===== src/vdifdf_pkg.sv =====
`timescale 1ns / 1ps
// vdifdf_pkg: shared types and constants of the frame deframer with gap fill
// no dependencies; used by every module of the block

package vdifdf_pkg;

	// fixed field widths
	localparam int WORD_W      = 32;
	localparam int FRAME_NUM_W = 24;
	localparam int CLUSTER_W   = 17;
	localparam int OFFSET_W    = 9;
	localparam int FPS_W       = 24;
	localparam int CFG_DATA_W  = 24;
	localparam int CFG_IDX_W   = 2;
	// cluster position plus missing frame count never reaches 2^25
	localparam int MOD_DVD_W   = FRAME_NUM_W + 1;

	// configuration register indexes
	localparam logic [CFG_IDX_W-1:0] CFG_START_OFFSET      = 2'd0;
	localparam logic [CFG_IDX_W-1:0] CFG_FIRST_FRAME_IN_CL = 2'd1;
	localparam logic [CFG_IDX_W-1:0] CFG_CLUSTER_FRAMES    = 2'd2;
	localparam logic [CFG_IDX_W-1:0] CFG_FRAMES_PER_SECOND = 2'd3;

	// configuration reset values
	localparam logic [CLUSTER_W-1:0] CLUSTER_FRAMES_RESET = 17'd102300;
	localparam logic [FPS_W-1:0]     FPS_RESET            = 24'd200000;

	typedef struct packed {
		logic [OFFSET_W-1:0]  start_offset;
		logic [CLUSTER_W-1:0] first_frame_in_cluster;
		logic [CLUSTER_W-1:0] cluster_frames;
		logic [FPS_W-1:0]     frames_per_second;
	} cfg_t;

	// operations passed from the front to the back
	typedef enum logic {
		OP_EMIT,
		OP_SKIP
	} op_t;

	typedef struct packed {
		op_t               op;
		logic [WORD_W-1:0] data;
	} q_entry_t;

	// modulo unit request and response
	typedef struct packed {
		logic                 start;
		logic [MOD_DVD_W-1:0] dividend;
		logic [CLUSTER_W-1:0] divisor;
	} mod_req_t;

	typedef struct packed {
		logic                 busy;
		logic                 done;
		logic [CLUSTER_W-1:0] rem;
	} mod_rsp_t;

endpackage


===== src/vdifdf_mod_unit.sv =====
`timescale 1ns / 1ps
// vdifdf_mod_unit: bit-serial restoring remainder for the cluster position
// depends on vdifdf_pkg

module vdifdf_mod_unit (
	input  logic                 clk,
	input  logic                 arst_n,
	input  vdifdf_pkg::mod_req_t req,
	output vdifdf_pkg::mod_rsp_t rsp
);

	localparam int DvdW = vdifdf_pkg::MOD_DVD_W;
	localparam int DivW = vdifdf_pkg::CLUSTER_W;
	localparam int CntW = $clog2(DvdW);

	logic            busy_q;
	logic            done_q;
	logic [CntW-1:0] cnt_q;
	logic [DvdW-1:0] dvd_q;
	logic [DivW-1:0] div_q;
	logic [DivW-1:0] rem_q;

	logic [DivW:0]   step_sh;
	logic            step_ge;
	logic [DivW-1:0] rem_nxt;

	// one quotient bit per cycle, msb first
	always_comb begin
		step_sh = {rem_q, dvd_q[DvdW-1]};
		step_ge = step_sh >= {1'b0, div_q};
		rem_nxt = step_ge ? DivW'(step_sh - {1'b0, div_q}) : step_sh[DivW-1:0];
	end

	always_ff @(posedge clk or negedge arst_n) begin
		if (!arst_n) begin
			busy_q <= 1'b0;
			done_q <= 1'b0;
			cnt_q  <= '0;
		end else begin
			done_q <= 1'b0;
			if (req.start) begin
				busy_q <= 1'b1;
				cnt_q  <= '0;
			end else if (busy_q) begin
				cnt_q <= cnt_q + 1'b1;
				if (cnt_q == CntW'(DvdW - 1)) begin
					busy_q <= 1'b0;
					done_q <= 1'b1;
				end
			end
		end
	end

	always_ff @(posedge clk) begin
		if (req.start) begin
			dvd_q <= req.dividend;
			div_q <= req.divisor;
			rem_q <= '0;
		end else if (busy_q) begin
			dvd_q <= {dvd_q[DvdW-2:0], 1'b0};
			rem_q <= rem_nxt;
		end
	end

	assign rsp.busy = busy_q;
	assign rsp.done = done_q;
	assign rsp.rem  = rem_q;

endmodule


===== src/vdifdf_queue.sv =====
`timescale 1ns / 1ps
// vdifdf_queue: short register queue between front and back
// depends on vdifdf_pkg

module vdifdf_queue #(
	parameter int DEPTH = 4
) (
	input  logic                 clk,
	input  logic                 arst_n,
	input  logic                 push,
	input  vdifdf_pkg::q_entry_t push_entry,
	output logic                 full,
	input  logic                 pop,
	output vdifdf_pkg::q_entry_t head,
	output logic                 head_valid
);

	localparam int PtrW = (DEPTH > 1) ? $clog2(DEPTH) : 1;
	localparam int CntW = $clog2(DEPTH + 1);

	vdifdf_pkg::q_entry_t entries_q [DEPTH];
	logic [PtrW-1:0] wr_ptr_q;
	logic [PtrW-1:0] rd_ptr_q;
	logic [CntW-1:0] count_q;

	logic do_push;
	logic do_pop;

	assign full       = count_q == CntW'(DEPTH);
	assign head_valid = count_q != '0;
	assign head       = entries_q[rd_ptr_q];
	assign do_push    = push && !full;
	assign do_pop     = pop && head_valid;

	always_ff @(posedge clk or negedge arst_n) begin
		if (!arst_n) begin
			wr_ptr_q <= '0;
			rd_ptr_q <= '0;
			count_q  <= '0;
		end else begin
			if (do_push) begin
				wr_ptr_q <= (wr_ptr_q == PtrW'(DEPTH - 1)) ? '0 : wr_ptr_q + 1'b1;
			end
			if (do_pop) begin
				rd_ptr_q <= (rd_ptr_q == PtrW'(DEPTH - 1)) ? '0 : rd_ptr_q + 1'b1;
			end
			if (do_push && !do_pop) begin
				count_q <= count_q + 1'b1;
			end else if (do_pop && !do_push) begin
				count_q <= count_q - 1'b1;
			end
		end
	end

	always_ff @(posedge clk) begin
		if (do_push) begin
			entries_q[wr_ptr_q] <= push_entry;
		end
	end

endmodule


===== src/vdifdf_front.sv =====
`timescale 1ns / 1ps
// vdifdf_front: framing, frame number continuity and cluster position tracking
// depends on vdifdf_pkg; drives vdifdf_mod_unit and the queue

module vdifdf_front #(
	parameter int HEADER_WORDS  = 8,
	parameter int PAYLOAD_WORDS = 320,
	parameter int FILLER_WORDS  = 32
) (
	input  logic                                 clk,
	input  logic                                 arst_n,
	input  vdifdf_pkg::cfg_t                     cfg,
	input  logic                                 in_valid,
	output logic                                 in_ready,
	input  logic [vdifdf_pkg::WORD_W-1:0]        stream_word,
	output vdifdf_pkg::mod_req_t                 mod_req,
	input  vdifdf_pkg::mod_rsp_t                 mod_rsp,
	output logic                                 push,
	output vdifdf_pkg::q_entry_t                 push_entry,
	input  logic                                 q_full
);

	localparam int HdrW  = $clog2(HEADER_WORDS);
	localparam int PcW   = $clog2(PAYLOAD_WORDS);
	localparam int FillW = (FILLER_WORDS > 0) ? $clog2(FILLER_WORDS + 1) : 1;
	localparam int CmpW  = (PcW > vdifdf_pkg::OFFSET_W) ? PcW : vdifdf_pkg::OFFSET_W;
	localparam int FnW   = vdifdf_pkg::FRAME_NUM_W;
	localparam int ClW   = vdifdf_pkg::CLUSTER_W;
	localparam int DvdW  = vdifdf_pkg::MOD_DVD_W;

	logic             started_q;
	logic             first_q;
	logic             in_payload_q;
	logic [HdrW-1:0]  hdr_idx_q;
	logic [PcW-1:0]   pc_q;
	logic [FillW-1:0] skip_q;
	logic [FnW-1:0]   cur_fn_q;
	logic [ClW-1:0]   cp_q;

	logic             accept;
	logic             is_skip;
	logic             is_header;
	logic             is_payload;
	logic [FnW-1:0]   next_fn;
	logic [FnW:0]     cur_plus1;
	logic [FnW:0]     next_plus_fps;
	logic             in_sequence;
	logic             gap_hit;
	logic [FnW-1:0]   missing;
	logic [ClW-1:0]   cluster_len;
	logic             emit_ok;
	logic             frame_end;

	always_comb begin
		accept        = in_valid && in_ready;
		is_skip       = skip_q != '0;
		is_header     = !is_skip && !in_payload_q;
		is_payload    = !is_skip && in_payload_q;
		next_fn       = stream_word[FnW-1:0];
		cur_plus1     = {1'b0, cur_fn_q} + 1'b1;
		next_plus_fps = {1'b0, next_fn} + {1'b0, cfg.frames_per_second};
		in_sequence   = (cur_plus1 == {1'b0, next_fn}) || (cur_plus1 == next_plus_fps);
		gap_hit       = accept && is_header && (hdr_idx_q == HdrW'(1)) && !first_q
			&& !in_sequence && (next_fn > cur_fn_q);
		missing       = next_fn - cur_fn_q - 1'b1;
		cluster_len   = (cfg.cluster_frames == '0) ? ClW'(1) : cfg.cluster_frames;
		emit_ok       = !(first_q && (CmpW'(pc_q) < CmpW'(cfg.start_offset)));
		frame_end     = pc_q == PcW'(PAYLOAD_WORDS - 1);
	end

	// the modulo unit owns the cluster position while it runs
	assign in_ready = !mod_rsp.busy && !mod_rsp.done && !q_full;

	always_comb begin
		mod_req.start    = accept && (!started_q || gap_hit);
		mod_req.divisor  = cluster_len;
		mod_req.dividend = !started_q ? DvdW'(cfg.first_frame_in_cluster)
			: DvdW'(cp_q) + DvdW'(missing);
	end

	always_comb begin
		push            = gap_hit || (accept && is_payload && emit_ok);
		push_entry.op   = gap_hit ? vdifdf_pkg::OP_SKIP : vdifdf_pkg::OP_EMIT;
		push_entry.data = gap_hit ? vdifdf_pkg::WORD_W'(missing) : stream_word;
	end

	always_ff @(posedge clk or negedge arst_n) begin
		if (!arst_n) begin
			started_q    <= 1'b0;
			first_q      <= 1'b1;
			in_payload_q <= 1'b0;
			hdr_idx_q    <= '0;
			pc_q         <= '0;
			skip_q       <= '0;
			cur_fn_q     <= '0;
			cp_q         <= '0;
		end else begin
			if (mod_rsp.done) begin
				cp_q <= mod_rsp.rem;
			end
			if (accept) begin
				started_q <= 1'b1;
				if (is_skip) begin
					skip_q <= skip_q - 1'b1;
				end else if (!in_payload_q) begin
					if (hdr_idx_q == HdrW'(1)) begin
						cur_fn_q <= next_fn;
					end
					if (hdr_idx_q == HdrW'(HEADER_WORDS - 1)) begin
						hdr_idx_q    <= '0;
						in_payload_q <= 1'b1;
						pc_q         <= '0;
					end else begin
						hdr_idx_q <= hdr_idx_q + 1'b1;
					end
				end else begin
					if (frame_end) begin
						pc_q         <= '0;
						in_payload_q <= 1'b0;
						first_q      <= 1'b0;
						if (cp_q >= cluster_len - 1'b1) begin
							cp_q   <= '0;
							skip_q <= FillW'(FILLER_WORDS);
						end else begin
							cp_q <= cp_q + 1'b1;
						end
					end else begin
						pc_q <= pc_q + 1'b1;
					end
				end
			end
		end
	end

endmodule


===== src/vdifdf_back.sv =====
`timescale 1ns / 1ps
// vdifdf_back: output address, gap skip arithmetic and the output register
// depends on vdifdf_pkg; fed from vdifdf_queue

module vdifdf_back #(
	parameter int PAYLOAD_WORDS = 320,
	parameter int ADDRESS_BITS  = 27
) (
	input  logic                          clk,
	input  logic                          arst_n,
	input  vdifdf_pkg::q_entry_t          head,
	input  logic                          head_valid,
	output logic                          pop,
	output logic                          out_valid,
	input  logic                          out_ready,
	output logic [vdifdf_pkg::WORD_W-1:0] data_word,
	output logic [ADDRESS_BITS-1:0]       word_address,
	output logic                          after_gap
);

	localparam int FnW   = vdifdf_pkg::FRAME_NUM_W;
	localparam int ProdW = FnW + $clog2(PAYLOAD_WORDS + 1);
	localparam int SumW  = ((ADDRESS_BITS + 1 > ProdW) ? ADDRESS_BITS + 1 : ProdW) + 1;
	localparam logic [ADDRESS_BITS:0] AddrLimit = {1'b1, {ADDRESS_BITS{1'b0}}};

	logic [ADDRESS_BITS:0]          addr_q;
	logic                           gap_q;
	logic                           skip_busy_s1;
	logic [ProdW-1:0]               prod_s1;
	logic                           out_valid_q;
	logic [vdifdf_pkg::WORD_W-1:0]  data_q;
	logic [ADDRESS_BITS-1:0]        out_addr_q;
	logic                           out_gap_q;

	logic                           addr_full;
	logic                           out_free;
	logic                           load_out;
	logic                           take_skip;
	logic [SumW-1:0]                addr_sum;
	logic [ADDRESS_BITS:0]          addr_sat;

	always_comb begin
		addr_full = addr_q[ADDRESS_BITS];
		out_free  = !out_valid_q || out_ready;
		pop       = 1'b0;
		load_out  = 1'b0;
		take_skip = 1'b0;
		if (!skip_busy_s1 && head_valid) begin
			unique case (head.op)
				vdifdf_pkg::OP_SKIP: begin
					pop       = 1'b1;
					take_skip = 1'b1;
				end
				vdifdf_pkg::OP_EMIT: begin
					if (addr_full) begin
						pop = 1'b1;
					end else if (out_free) begin
						pop      = 1'b1;
						load_out = 1'b1;
					end
				end
			endcase
		end
		addr_sum = SumW'(addr_q) + SumW'(prod_s1);
		addr_sat = (addr_sum > SumW'(AddrLimit)) ? AddrLimit : addr_sum[ADDRESS_BITS:0];
	end

	always_ff @(posedge clk or negedge arst_n) begin
		if (!arst_n) begin
			addr_q       <= '0;
			gap_q        <= 1'b0;
			skip_busy_s1 <= 1'b0;
			out_valid_q  <= 1'b0;
		end else begin
			skip_busy_s1 <= take_skip;
			if (skip_busy_s1) begin
				addr_q <= addr_sat;
				gap_q  <= 1'b1;
			end else if (load_out) begin
				addr_q <= addr_q + 1'b1;
				gap_q  <= 1'b0;
			end
			if (load_out) begin
				out_valid_q <= 1'b1;
			end else if (out_ready) begin
				out_valid_q <= 1'b0;
			end
		end
	end

	always_ff @(posedge clk) begin
		if (take_skip) begin
			prod_s1 <= ProdW'(head.data[FnW-1:0]) * ProdW'(PAYLOAD_WORDS);
		end
		if (load_out) begin
			data_q     <= head.data;
			out_addr_q <= addr_q[ADDRESS_BITS-1:0];
			out_gap_q  <= gap_q;
		end
	end

	assign out_valid    = out_valid_q;
	assign data_word    = data_q;
	assign word_address = out_addr_q;
	assign after_gap    = out_gap_q;

endmodule


===== src/vdif_deframer_gap_fill_top.sv =====
`timescale 1ns / 1ps
// vdif_deframer_gap_fill_top: top level of the frame deframer with gap fill
// depends on vdifdf_pkg, vdifdf_mod_unit, vdifdf_queue, vdifdf_front, vdifdf_back

// usage
// - input channel in_valid/in_ready/stream_word carries the recorded word stream,
//   which must begin at a frame header; one word per item
// - output channel out_valid/out_ready carries payload words with their buffer
//   word address and a mark on the first word after a frame number jump
// - configuration is a plain write port (cfg_write_en, cfg_index, cfg_data),
//   written only while the block is idle; values take effect on the next word
// - an accepted payload word is registered in a queue entry and then in the
//   output register, from which it shows at the output
// - throughput: one word per cycle while the queue has room; the first word of
//   the stream and every header with a forward frame jump hold off the input
//   while the bit-serial modulo unit (25 steps plus hand-off) recomputes the
//   cluster position; on a jump the back end also registers the multiply
// - a four-entry queue parts the framing front from the address back end, so
//   headers and filler keep streaming in while the receiver stalls, until the
//   queue fills
// - reset returns configuration to its defaults and restarts framing at a
//   header; no clearing pass is needed
// - words whose address would pass the top of the address range are dropped

module vdif_deframer_gap_fill_top #(
	parameter int HEADER_WORDS  = 8,
	parameter int PAYLOAD_WORDS = 320,
	parameter int FILLER_WORDS  = 32,
	parameter int ADDRESS_BITS  = 27,
	parameter int QUEUE_DEPTH   = 4
) (
	input  logic                              clk,
	input  logic                              arst_n,
	input  logic                              in_valid,
	output logic                              in_ready,
	input  logic [vdifdf_pkg::WORD_W-1:0]     stream_word,
	output logic                              out_valid,
	input  logic                              out_ready,
	output logic [vdifdf_pkg::WORD_W-1:0]     data_word,
	output logic [ADDRESS_BITS-1:0]           word_address,
	output logic                              after_gap,
	input  logic                              cfg_write_en,
	input  logic [vdifdf_pkg::CFG_IDX_W-1:0]  cfg_index,
	input  logic [vdifdf_pkg::CFG_DATA_W-1:0] cfg_data
);

	vdifdf_pkg::cfg_t     cfg_q;
	vdifdf_pkg::mod_req_t mod_req;
	vdifdf_pkg::mod_rsp_t mod_rsp;
	vdifdf_pkg::q_entry_t push_entry;
	vdifdf_pkg::q_entry_t head;
	logic                 push;
	logic                 q_full;
	logic                 pop;
	logic                 head_valid;

	// configuration registers, each keeps only its own width
	always_ff @(posedge clk or negedge arst_n) begin
		if (!arst_n) begin
			cfg_q.start_offset           <= '0;
			cfg_q.first_frame_in_cluster <= '0;
			cfg_q.cluster_frames         <= vdifdf_pkg::CLUSTER_FRAMES_RESET;
			cfg_q.frames_per_second      <= vdifdf_pkg::FPS_RESET;
		end else if (cfg_write_en) begin
			unique case (cfg_index)
				vdifdf_pkg::CFG_START_OFFSET: begin
					cfg_q.start_offset <= cfg_data[vdifdf_pkg::OFFSET_W-1:0];
				end
				vdifdf_pkg::CFG_FIRST_FRAME_IN_CL: begin
					cfg_q.first_frame_in_cluster <= cfg_data[vdifdf_pkg::CLUSTER_W-1:0];
				end
				vdifdf_pkg::CFG_CLUSTER_FRAMES: begin
					cfg_q.cluster_frames <= cfg_data[vdifdf_pkg::CLUSTER_W-1:0];
				end
				vdifdf_pkg::CFG_FRAMES_PER_SECOND: begin
					cfg_q.frames_per_second <= cfg_data[vdifdf_pkg::FPS_W-1:0];
				end
			endcase
		end
	end

	// front: word classification, continuity test, cluster position
	vdifdf_front #(
		.HEADER_WORDS (HEADER_WORDS),
		.PAYLOAD_WORDS(PAYLOAD_WORDS),
		.FILLER_WORDS (FILLER_WORDS)
	) u_front (
		.clk        (clk),
		.arst_n     (arst_n),
		.cfg        (cfg_q),
		.in_valid   (in_valid),
		.in_ready   (in_ready),
		.stream_word(stream_word),
		.mod_req    (mod_req),
		.mod_rsp    (mod_rsp),
		.push       (push),
		.push_entry (push_entry),
		.q_full     (q_full)
	);

	// shared modulo for the start index and for cluster position after a jump
	vdifdf_mod_unit u_mod (
		.clk   (clk),
		.arst_n(arst_n),
		.req   (mod_req),
		.rsp   (mod_rsp)
	);

	// emit and skip operations in stream order
	vdifdf_queue #(
		.DEPTH(QUEUE_DEPTH)
	) u_queue (
		.clk       (clk),
		.arst_n    (arst_n),
		.push      (push),
		.push_entry(push_entry),
		.full      (q_full),
		.pop       (pop),
		.head      (head),
		.head_valid(head_valid)
	);

	// back: address counter with saturating skip, output register
	vdifdf_back #(
		.PAYLOAD_WORDS(PAYLOAD_WORDS),
		.ADDRESS_BITS (ADDRESS_BITS)
	) u_back (
		.clk         (clk),
		.arst_n      (arst_n),
		.head        (head),
		.head_valid  (head_valid),
		.pop         (pop),
		.out_valid   (out_valid),
		.out_ready   (out_ready),
		.data_word   (data_word),
		.word_address(word_address),
		.after_gap   (after_gap)
	);

endmodule


===== config.mk =====
export PLATFORM = sky130hd
export DESIGN_NAME = vdif_deframer_gap_fill_top
export DESIGN_NICKNAME = d
export VERILOG_FILES = /design/src/vdifdf_pkg.sv /design/src/vdifdf_mod_unit.sv /design/src/vdifdf_queue.sv /design/src/vdifdf_front.sv /design/src/vdifdf_back.sv /design/src/vdif_deframer_gap_fill_top.sv
export SDC_FILE = /design/constraint.sdc
export NUM_CORES = 1
export LEC_CHECK = 0
export BUFFER_PORTS_ARGS = -buffer_cell sky130_fd_sc_hd__buf_2
export CORE_ASPECT_RATIO = 1.75
export CORE_MARGIN = 4
export CORE_UTILIZATION = 57
export DETAILED_ROUTE_END_ITERATION = 16
export HOLD_SLACK_MARGIN = 0.15
export PLACE_DENSITY = 0.83
export SYNTH_ARGS = -nofsm -noshare
export SYNTH_HDL_FRONTEND = slang
export SYNTH_SLANG_ARGS = --single-unit

===== constraint.sdc =====
create_clock -name clk -period 4.57 [get_ports clk]
set_input_delay 0.2285 -clock clk [delete_from_list [all_inputs] [get_ports clk]]
set_output_delay 0.2285 -clock clk [all_outputs]
set_load 0.01 [all_outputs]

[Word level (Yosys, flattened, before mapping)]
Memories as Yosys holds them, arrays and structs flattened.
Cells that the tools add are included.
Word-level totals
  register bits after elaboration: 320
  latch bits: 0
  memory bits (writable): 132
  ROM bits: 0
  input bits: 63
  output and inout bits: 62
  word-level logic and storage cells: 181
  memories: 1
Operators by class
  add/sub/neg operators: 18
  $mul: 1
  divide/modulo/power cells: 0
  magnitude comparators: 5
  equal/unequal tests: 12
  shift-type cells: 0
  multiplexer cells: 54
  bitwise logic cells: 3
  reductions and logical operators: 58
Memory list
  u_queue.entries_q: words 4, bits a word 33, read ports 1, clocked after memory_dff 0, wr ports 1, line vdifdf_queue.sv:21  | vdifdf_pkg::q_entry_t entries_q [DEPTH];
Operators with widths (number)
  $mux W17: 8
  $mux W28: 3
  $mux W25: 3
  $add A28 B33 Y34: 1
  $gt A34 B28 Y1 const B: 1
  $mux W32: 1
  $add A28 B1 Y28 const B: 1
  $mul A24 B3 Y27 const B: 1
  $mux W9: 3
  $add A17 B24 Y25: 1
  $add A24 B1 Y25 const B: 1
  $add A24 B24 Y25: 1
  $eq A25 B24 Y1: 1
  $eq A25 B25 Y1: 1
  $gt A24 B24 Y1: 1
  $mux W1: 24
  $mux W6: 4
  $sub A24 B1 Y24 const B: 1
  $sub A24 B24 Y24: 1
  $logic_and A1 B1 Y1: 19
  $ge A18 B17 Y1: 1
  $add A17 B1 Y17 const B: 1
  $ge A17 B17 Y1: 1
  $logic_not A17 Y1: 1
  29 further kinds: 70

[Longest topological paths before layout]
Gate-level depths: netlist of run 1.
  depth after elaboration: 15
  depth in mapped cells: 21
  gate-level depth less buffers: 21

[By module]
Synthesis of run 1 repeated with hierarchy kept, for this count alone.
Unflattened totals
  cell total of the unflattened synthesis: 2447
  area total of the unflattened synthesis: 27920.5 sq um
Modules (own cells, without submodules)
  vdifdf_front: instances 1, cells each 1115, area each 9148.8 sq um, sequential area each 1552.7 sq um
  vdifdf_back: instances 1, cells each 659, area each 7268.2 sq um, sequential area each 3388.2 sq um
  vdifdf_queue: instances 1, cells each 210, area each 5272.6 sq um, sequential area each 4139.0 sq um
  vdifdf_mod_unit: instances 1, cells each 320, area each 3592.2 sq um, sequential area each 1776.7 sq um
  vdif_deframer_gap_fill_top: instances 1, cells each 143, area each 2638.8 sq um, sequential area each 1696.6 sq um

[Least setup slack after synthesis of run 1]
Ideal clock, no wire load.
  path kind: reg-to-reg
  start: register cfg_q[0] (netlist name)
  end: memory u_queue.entries_q[0][0] (netlist name) (enable)
  setup time: 0.427 ns
  arrival: 4.635 ns
  data required time: 4.143 ns
  setup slack: -0.492 ns
  cell stages (with the launch flop): 15
  path buffers: 1
  clock period less this slack: 5.062 ns
  cell sequence: dfrtp_1 ha_1 inv_1 fa_1 nor2b_1 o2111ai_1 a2111oi_0 o211ai_1 and3_1 o211ai_1 a2111oi_2 a311oi_2 buf_6 a31oi_4 nor2b_1
On the way
  longest elaborated chain between the ends: 10
RTL lines
  start, declared: line vdif_deframer_gap_fill_top.sv:47  | vdifdf_pkg::cfg_t cfg_q;
  $add A24 B24 Y25: line vdifdf_front.sv:61  | next_plus_fps = {1'b0, next_fn} + {1'b0, cfg.frames_per_second};
  $eq A25 B25 Y1: line vdifdf_front.sv:62  | in_sequence = (cur_plus1 == {1'b0, next_fn}) || (cur_plus1 == next_plus_fps);
  $logic_or A1 B1 Y1: line vdifdf_front.sv:62
  $logic_not A1 Y1: line vdifdf_front.sv:64  | && !in_sequence && (next_fn > cur_fn_q);
  $logic_and A1 B1 Y1 (2 in a row): line vdifdf_front.sv:64
  $logic_or A1 B1 Y1: line vdifdf_front.sv:82  | push = gap_hit || (accept && is_payload && emit_ok);
  $logic_and A1 B1 Y1: line vdifdf_queue.sv:32  | assign do_push = push && !full;
  $mux W1: line vdifdf_queue.sv:56  | if (do_push) begin
  $mux W1 (implied by the code): line vdifdf_queue.sv:57  | entries_q[wr_ptr_q] <= push_entry;
  end, declared: line vdifdf_queue.sv:21
Every way passes these cells.

==> impl_metrics.ini, run 1 <==
[hold_path]
hold_path_class = primary input to flip-flop

[final_layout]
area_delta_synth_final_pct = 15.28
nets = 2941
diodes = 0
drive_above_1_share_pct = 17.66
utilization_pct = 66.32

[clocking]
cts_htree_levels = 2
cts_made_buffers = 43
cts-root-buf = clkbuf_16
cts.path.max_buffers = 3
clkTransAtPathRegs_ns = 0.07
cts_sinks = 452
clk_latency_ns = 0.57
cts_tree = done

[synthesis]
netlist_area_um2 = 26910
syn_inst = 2446
yosys_register_bits = 452
yosys.area_share.simple_pct = 12.27
synth_fp_nets = 2708
synthAdderAreaFrac_pct = 9.449
synth_top_family_by_area = compound AO/OA/AOI/OAI gates
async_reset_ff_share_pct = 38.50
syn_avg_cell_area_um2 = 11.00
ys_seq_area_share_pct = 46.65
yosysWarningCount = 0
synth_cell_types = 88
synth_ff_type = edfxtp_1
synth_compound_area_share_pct = 13.39
synth_xor_area_share_pct = 7.682
synth_edf_count = 261
synthMuxAreaShare_pct = 7.468

[critical_path]
cp_top_family = compound AO/OA/AOI/OAI gates
path_cells = ha_2 > inv_1 > fa_2 > nor2b_4 > o2111ai_2 > buf_4 > nand2_1 > xnor2_1 > nor3_1 > buf_4 > nand4_1 > nor4_1 > nand4_1 > a2111oi_0 > a31oi_1 > o21ai_0
cpPeakStageDelay_ns = 0.57
cp_max_fo = 4
critPathSlowestCell = a2111oi_0
cp_num_buf_inv = 3
path_class = flip-flop to flip-flop
startpoint_type = flip-flop
critPathArrivalTime_ns = 4.70
end_kind = flip-flop
required_ns = 4.86

[routing]
firstDrtPassIters = 7
vias = 20600
drc = 0
wl_per_cell_um = 21.80
detail-route-antenna-nets = 0
vias_per_cell = 6.240
wl_um = 71960
drtIter0Drc = 1567

[job]
maxCapViolCount = 0

[power]
seq_power_share_pct = 28.9
netSwitchingPower_uw = 9458
combPwrFrac_pct = 54.2
powerDensity_nw_per_um2 = 725.3
vdd.ir_drop.worst_mv = 0.3662
power.internal_uw = 13040
switching_share_pct = 42.04
p_leak_uw = 0.01290
clkPwrFrac_pct = 16.9

[timing]
hold_viol_final = 0
setup_viol = 0
period_share_pct = 96.53
skew_ns = 0.03016
slew-limit-headroom_pct = 34.54
max_slew.worst_pin.slew_ns = 0.9819
fin_crit_ns = 4.411
drv_slew = 0
fmax_mhz = 226.7
fin_ws_ns = 0.1588

[global_routing]
grt_pass1_vias = 21100
grt-ovfl-total = 0
grt_max_degree = 93
grt.total_usage_pct = 27.96
antenna_found_initial = 0
grt_pass1_wl_um = 112100

[die]
fp.coreArea_um2 = 46770
dieArea_um2 = 50880
start_util_pct = 57.53
io_pins = 125
rows = 105
fp.dieW_um = 172.2
die_h_um = 295.4

[place]
post-dp-hpwl_um = 53840
port_buffers = 124
pre_cts_ws_ns = -0.1069
globalplace.congestion = 0.9712

[outcome]
status = complete, no violations
cell type report:
class	count	area, um2
multi-input cells	1783	13760
flip-flops and latches	452	12560
well taps	588	735.7
inverters	126	473.0
fillers	3442	15750
clock buffers	52	1162
clock inverters	27	324.1
repair buffers	273	2002
Yosys cell counts (all sizes together), types with 14 or more instances:
| cell type | n | share of area [%] |
|---|---|---|
| edfxtp | 261 | 29 |
| ha | 192 | 8.9 |
| nand2 | 183 | 2.6 |
| dfrtp | 157 | 15 |
| a21oi | 144 | 2.7 |
| nor2 | 137 | 1.9 |
| o21ai | 135 | 2.5 |
| xnor2 | 135 | 4.4 |
| inv | 125 | 1.7 |
| mux2 | 84 | 3.5 |
| nand3 | 69 | 1.3 |
| clkbuf | 67 | 0.93 |
| xor2 | 65 | 2.1 |
| nor3 | 57 | 1.1 |
| a21o | 48 | 1.3 |
| nand4 | 45 | 1.1 |
| and3 | 36 | 0.84 |
| nor2b | 34 | 0.79 |
| mux4 | 33 | 2.8 |
| mux2i | 32 | 1.2 |
| a31oi | 28 | 0.71 |
| o31ai | 25 | 0.72 |
| o22ai | 24 | 0.56 |
| nand2b | 22 | 0.51 |
| nor4 | 21 | 0.54 |
| o21a | 21 | 0.59 |
| a211oi | 19 | 0.53 |
| buf | 18 | 0.40 |
| dfstp | 17 | 1.7 |
| dfxtp | 17 | 1.3 |
| o211a | 14 | 0.52 |
| xnor3 | 14 | 1.2 |
routing by layer:
layer  part of all wire, %  routed length [um]  vias up  GRT usage (%)
met3                   4.1                2957      244          2.528
li1                      -                   -     9557              -
met5                     0                   0        -              0
met4                   7.4                5304        0          16.81
met1                    36               25960    10060          31.38
met2                    52               37740      739          50.76
power by group through the flow:
stage	registers, uW	logic (uW)	clock network [uW]
after CTS	6490	11800	3850
after floorplan	6170	8670	0
final	6510	12200	3790
after detailed placement	6560	11600	0
after global placement	6500	11000	0
after global routing	6590	13300	4000
metrics by stage:
step / total power [uW] / TNS [ns] / std cells / hold WS (ns) / area [um2]
5_1_grt: 23890 / -0.2363 / 3301 / 0.2745 / 31020
3_5_place_dp: 18150 / -0.2566 / 3155 / 0.3524 / 28650
6_report: 22500 / 0 / 3301 / 0.2633 / 31020
3_3_place_gp: 17500 / 0 / 3155 / 0.3424 / 28650
4_1_cts: 22140 / 0 / 3295 / 0.2398 / 30770
2_1_floorplan: 14850 / -64.96 / 2446 / -0.06709 / 26910
worst min-delay path: stages:
cell and delay [ns]:
buf_2 0.12, nor3b_1 0.13, buf_4 0.18, o21ai_0 0.14
repair_timing:
action,4_1_cts,5_1_grt
setup buffers,0,6
hold buffers,61,0
endpoints found under the hold margin,212,0
pin swaps,0,14
endpoints found under the setup margin,13,77
gates cloned,0,1
resized for setup,6,50
state kept, by name (all words and copies together) (netlist names), 17 cells and up:
| register | flops |
|---|---|
| u_front.cur_fn_q | 24 |
| u_queue.entries_q | 132 |
| u_back.word_address | 27 |
| u_back.prod_s1 | 27 |
| u_front.cp_q | 17 |
| u_mod.div_q | 17 |
| cfg_q | 67 |
| u_back.addr_q | 28 |
| u_mod.rem_q | 17 |
| u_mod.dvd_q | 25 |
| u_back.data_word | 32 |
kinds of logic (layout without fill, tap and decap cells):
logic type | count (synthesis) | count (layout)
simple gates | 664 | 664
compound gates | 557 | 557
flops | 452 | 452
xor+xnor | 214 | 214
buf+inv | 211 | 478
fa+ha+maj | 199 | 199
mux | 149 | 149
path summary, 6_finish.rpt:
| check | slack (ns) | cells past startpoint | end | start |
|---|---|---|---|---|
| setup / recovery | 0.16 | 16 | u_queue.entries_q[1][20] | cfg_q[0] |
| hold / removal | 0.26 | 4 | cfg_q[59] | cfg_write_en |
| setup reg to reg | 0.16 | 16 | u_queue.entries_q[1][20] | cfg_q[0] |
| hold reg to reg | 0.45 | 0 | u_back.after_gap | u_back.gap_q |
| max in group asynchronous | 3.24 | 3 | cfg_q[31] | arst_n |
| min in group asynchronous | 0.31 | 2 | u_back.addr_q[25] | arst_n |
cells in the final DEF (no fill, tap or decap), types with 78 or more instances in the layout:
| cell type | instances |
|---|---|
| edfxtp_1 | 261 |
| buf_4 | 78 |
| ha_1 | 190 |
| nand2_1 | 183 |
| xnor2_1 | 134 |
| inv_1 | 122 |
| o21ai_0 | 119 |
| nor2_1 | 137 |
| a21oi_1 | 142 |
| dfrtp_1 | 152 |
| buf_2 | 123 |
No activity file was read; power rests on OpenSTA's default activity.
==> inputs of run 2 (changes only) <==
PLACE_DENSITY = 0.88   (was 0.83)
==> impl_metrics.ini, run 2 (same netlist as run 1, synthesis figures left out) <==
[outcome]
status = finished with violations
violations = negative setup slack

[clocking]
cts-root-buf = clkbuf_16
cts_htree_levels = 2
cts_tree = done
cts_made_buffers = 43
cts_sinks = 452
clkTransAtPathRegs_ns = 0.07
cts.path.max_buffers = 3
clk_latency_ns = 0.58

[hold_path]
hold_path_class = primary input to flip-flop
hp-start = cfg_write_en

[place]
post-dp-hpwl_um = 53670
globalplace.congestion = 0.9955
dp.cells = 3155
pre_cts_ws_ns = -0.1182
port_buffers = 124

[die]
dieArea_um2 = 50880
start_util_pct = 57.53
io_pins = 125
rows = 105
fp.dieW_um = 172.2
fp.coreArea_um2 = 46770
die_h_um = 295.4

[final_layout]
nets = 2945
area_delta_synth_final_pct = 15.91
largest_reg_flops = 132
instances_no_fill = 3306
utilization_pct = 66.69
drive_above_1_share_pct = 17.92
final_common_cell = edfxtp_1
layout_common_cells = 261 x edfxtp_1, 185 x ha_1, 183 x nand2_1
diodes = 0
max_flop_register = u_queue.entries_q

[critical_path]
cpPeakStageDelay_ns = 0.42
cp_max_fo = 4
worstReg2RegStart = u_front.cur_fn_q[0]
path_cells = buf_4 > inv_1 > ha_1 > inv_1 > fa_1 > nor2b_2 > o2111ai_1 > nand4_1 > and2_4 > a21o_1 > a21oi_1 > xnor2_2 > ha_4 > or2_2 > a21oi_4 > a21oi_2 > nand2b_1 > nand3_1 > a21oi_1 > xnor2_1 > mux2i_1 > a21oi_1
startpoint_type = flip-flop
critPathArrivalTime_ns = 4.93
required_ns = 4.90
path_class = flip-flop to flip-flop
end_kind = flip-flop
crit_start = u_front.cur_fn_q[0]
crit_top_cell = a21oi_1
critPathSlowestCell = fa_1
cp_top_family = compound AO/OA/AOI/OAI gates
cp_num_buf_inv = 3

[timing]
drv_slew = 0
setup_viol = 1
period_share_pct = 100.7
fin_ws_ns = -0.03045
max_slew.worst_pin.slew_ns = 1.222
hold_viol_final = 0
rsz0062_at_grt = yes
skew_ns = 0.03844
slew-limit-headroom_pct = 18.57
fin_crit_ns = 4.600
fmax_mhz = 217.4

[power]
p_leak_uw = 0.01293
vdd.ir_drop.worst_mv = 0.4643
powerDensity_nw_per_um2 = 736.1

[global_routing]
grt.total_usage_pct = 28.33
antenna_found_initial = 0
grt-ovfl-total = 0
grt_max_degree = 95
grt_pass1_vias = 21520
grt_pass1_wl_um = 114100

[routing]
vias_per_cell = 6.434
drtIter0Drc = 2092
vias = 21270
wl_um = 74290
drc = 0
firstDrtPassIters = 6
detail-route-antenna-nets = 0
wl_per_cell_um = 22.47

[job]
maxCapViolCount = 0
[run 2: tightest hold or removal path, cell delays in order]
cell and delay (ns):
buf_2 0.12, nor3b_1 0.13, buf_4 0.18, nand2_1 0.07
o21ai_0 0.07
[run 2: final timing paths]
check	slack, ns	cells past startpoint	endpoint
setup / recovery	-0.03	22	u_mod.dvd_q[16]
hold / removal	0.26	5	cfg_q[62]
setup reg to reg	-0.03	22	u_mod.dvd_q[16]
hold reg to reg	0.46	0	u_back.after_gap
max in group asynchronous	3.20	3	cfg_q[26]
min in group asynchronous	0.27	2	u_front.cur_fn_q[22]
[run 2: timing repair]
| item | 4_1_cts | 5_1_grt |
|---|---|---|
| setup buffers | 0 | 5 |
| setup endpoints to repair | 22 | 91 |
| pin swaps | 0 | 22 |
| cloned | 0 | 1 |
| hold endpoints to repair | 225 | 0 |
| hold buffers | 65 | 0 |
| gates resized for setup | 6 | 70 |
[run 2: area by class of cell]
class / instances / area [um2]
clock buffer: 61 / 1214
clock inverter: 19 / 266.5
fill: 3315 / 15580
inverter: 126 / 473.0
multi-input combinational: 1783 / 13920
sequential: 452 / 12560
tap: 588 / 735.7
timing repair buffer: 277 / 2024
[run 2: where the power goes]
group | internal [uW] | switching [uW] | leakage [uW]
clock network | 2120 | 1640 | 0.000718
logic | 5430 | 7210 | 0.00757
registers | 5630 | 940 | 0.00464
total | 13200 | 9790 | 0.0129
[run 2: metal layers]
layer  GRT usage (%)  up-vias  part of all wire, %
met5               0        -                    0
met2           51.14     1109                   51
li1                -     9555                    -
met3           2.997      347                  5.6
met4           18.65        0                  8.3
met1           31.03    10260                   35
[run 2: metrics by stage]
step                power (uW)  hold WS, ns  cell area, um2  TNS (ns)
floorplan                14850     -0.06709           26910    -64.96
global placement         17400       0.3293           28650         0
detailed placement       18090       0.3421           28650    -1.028
CTS                      22080       0.2411           30790         0
global route             24290       0.2823           31190   -0.9923
finish                   22960       0.2623           31190  -0.03045
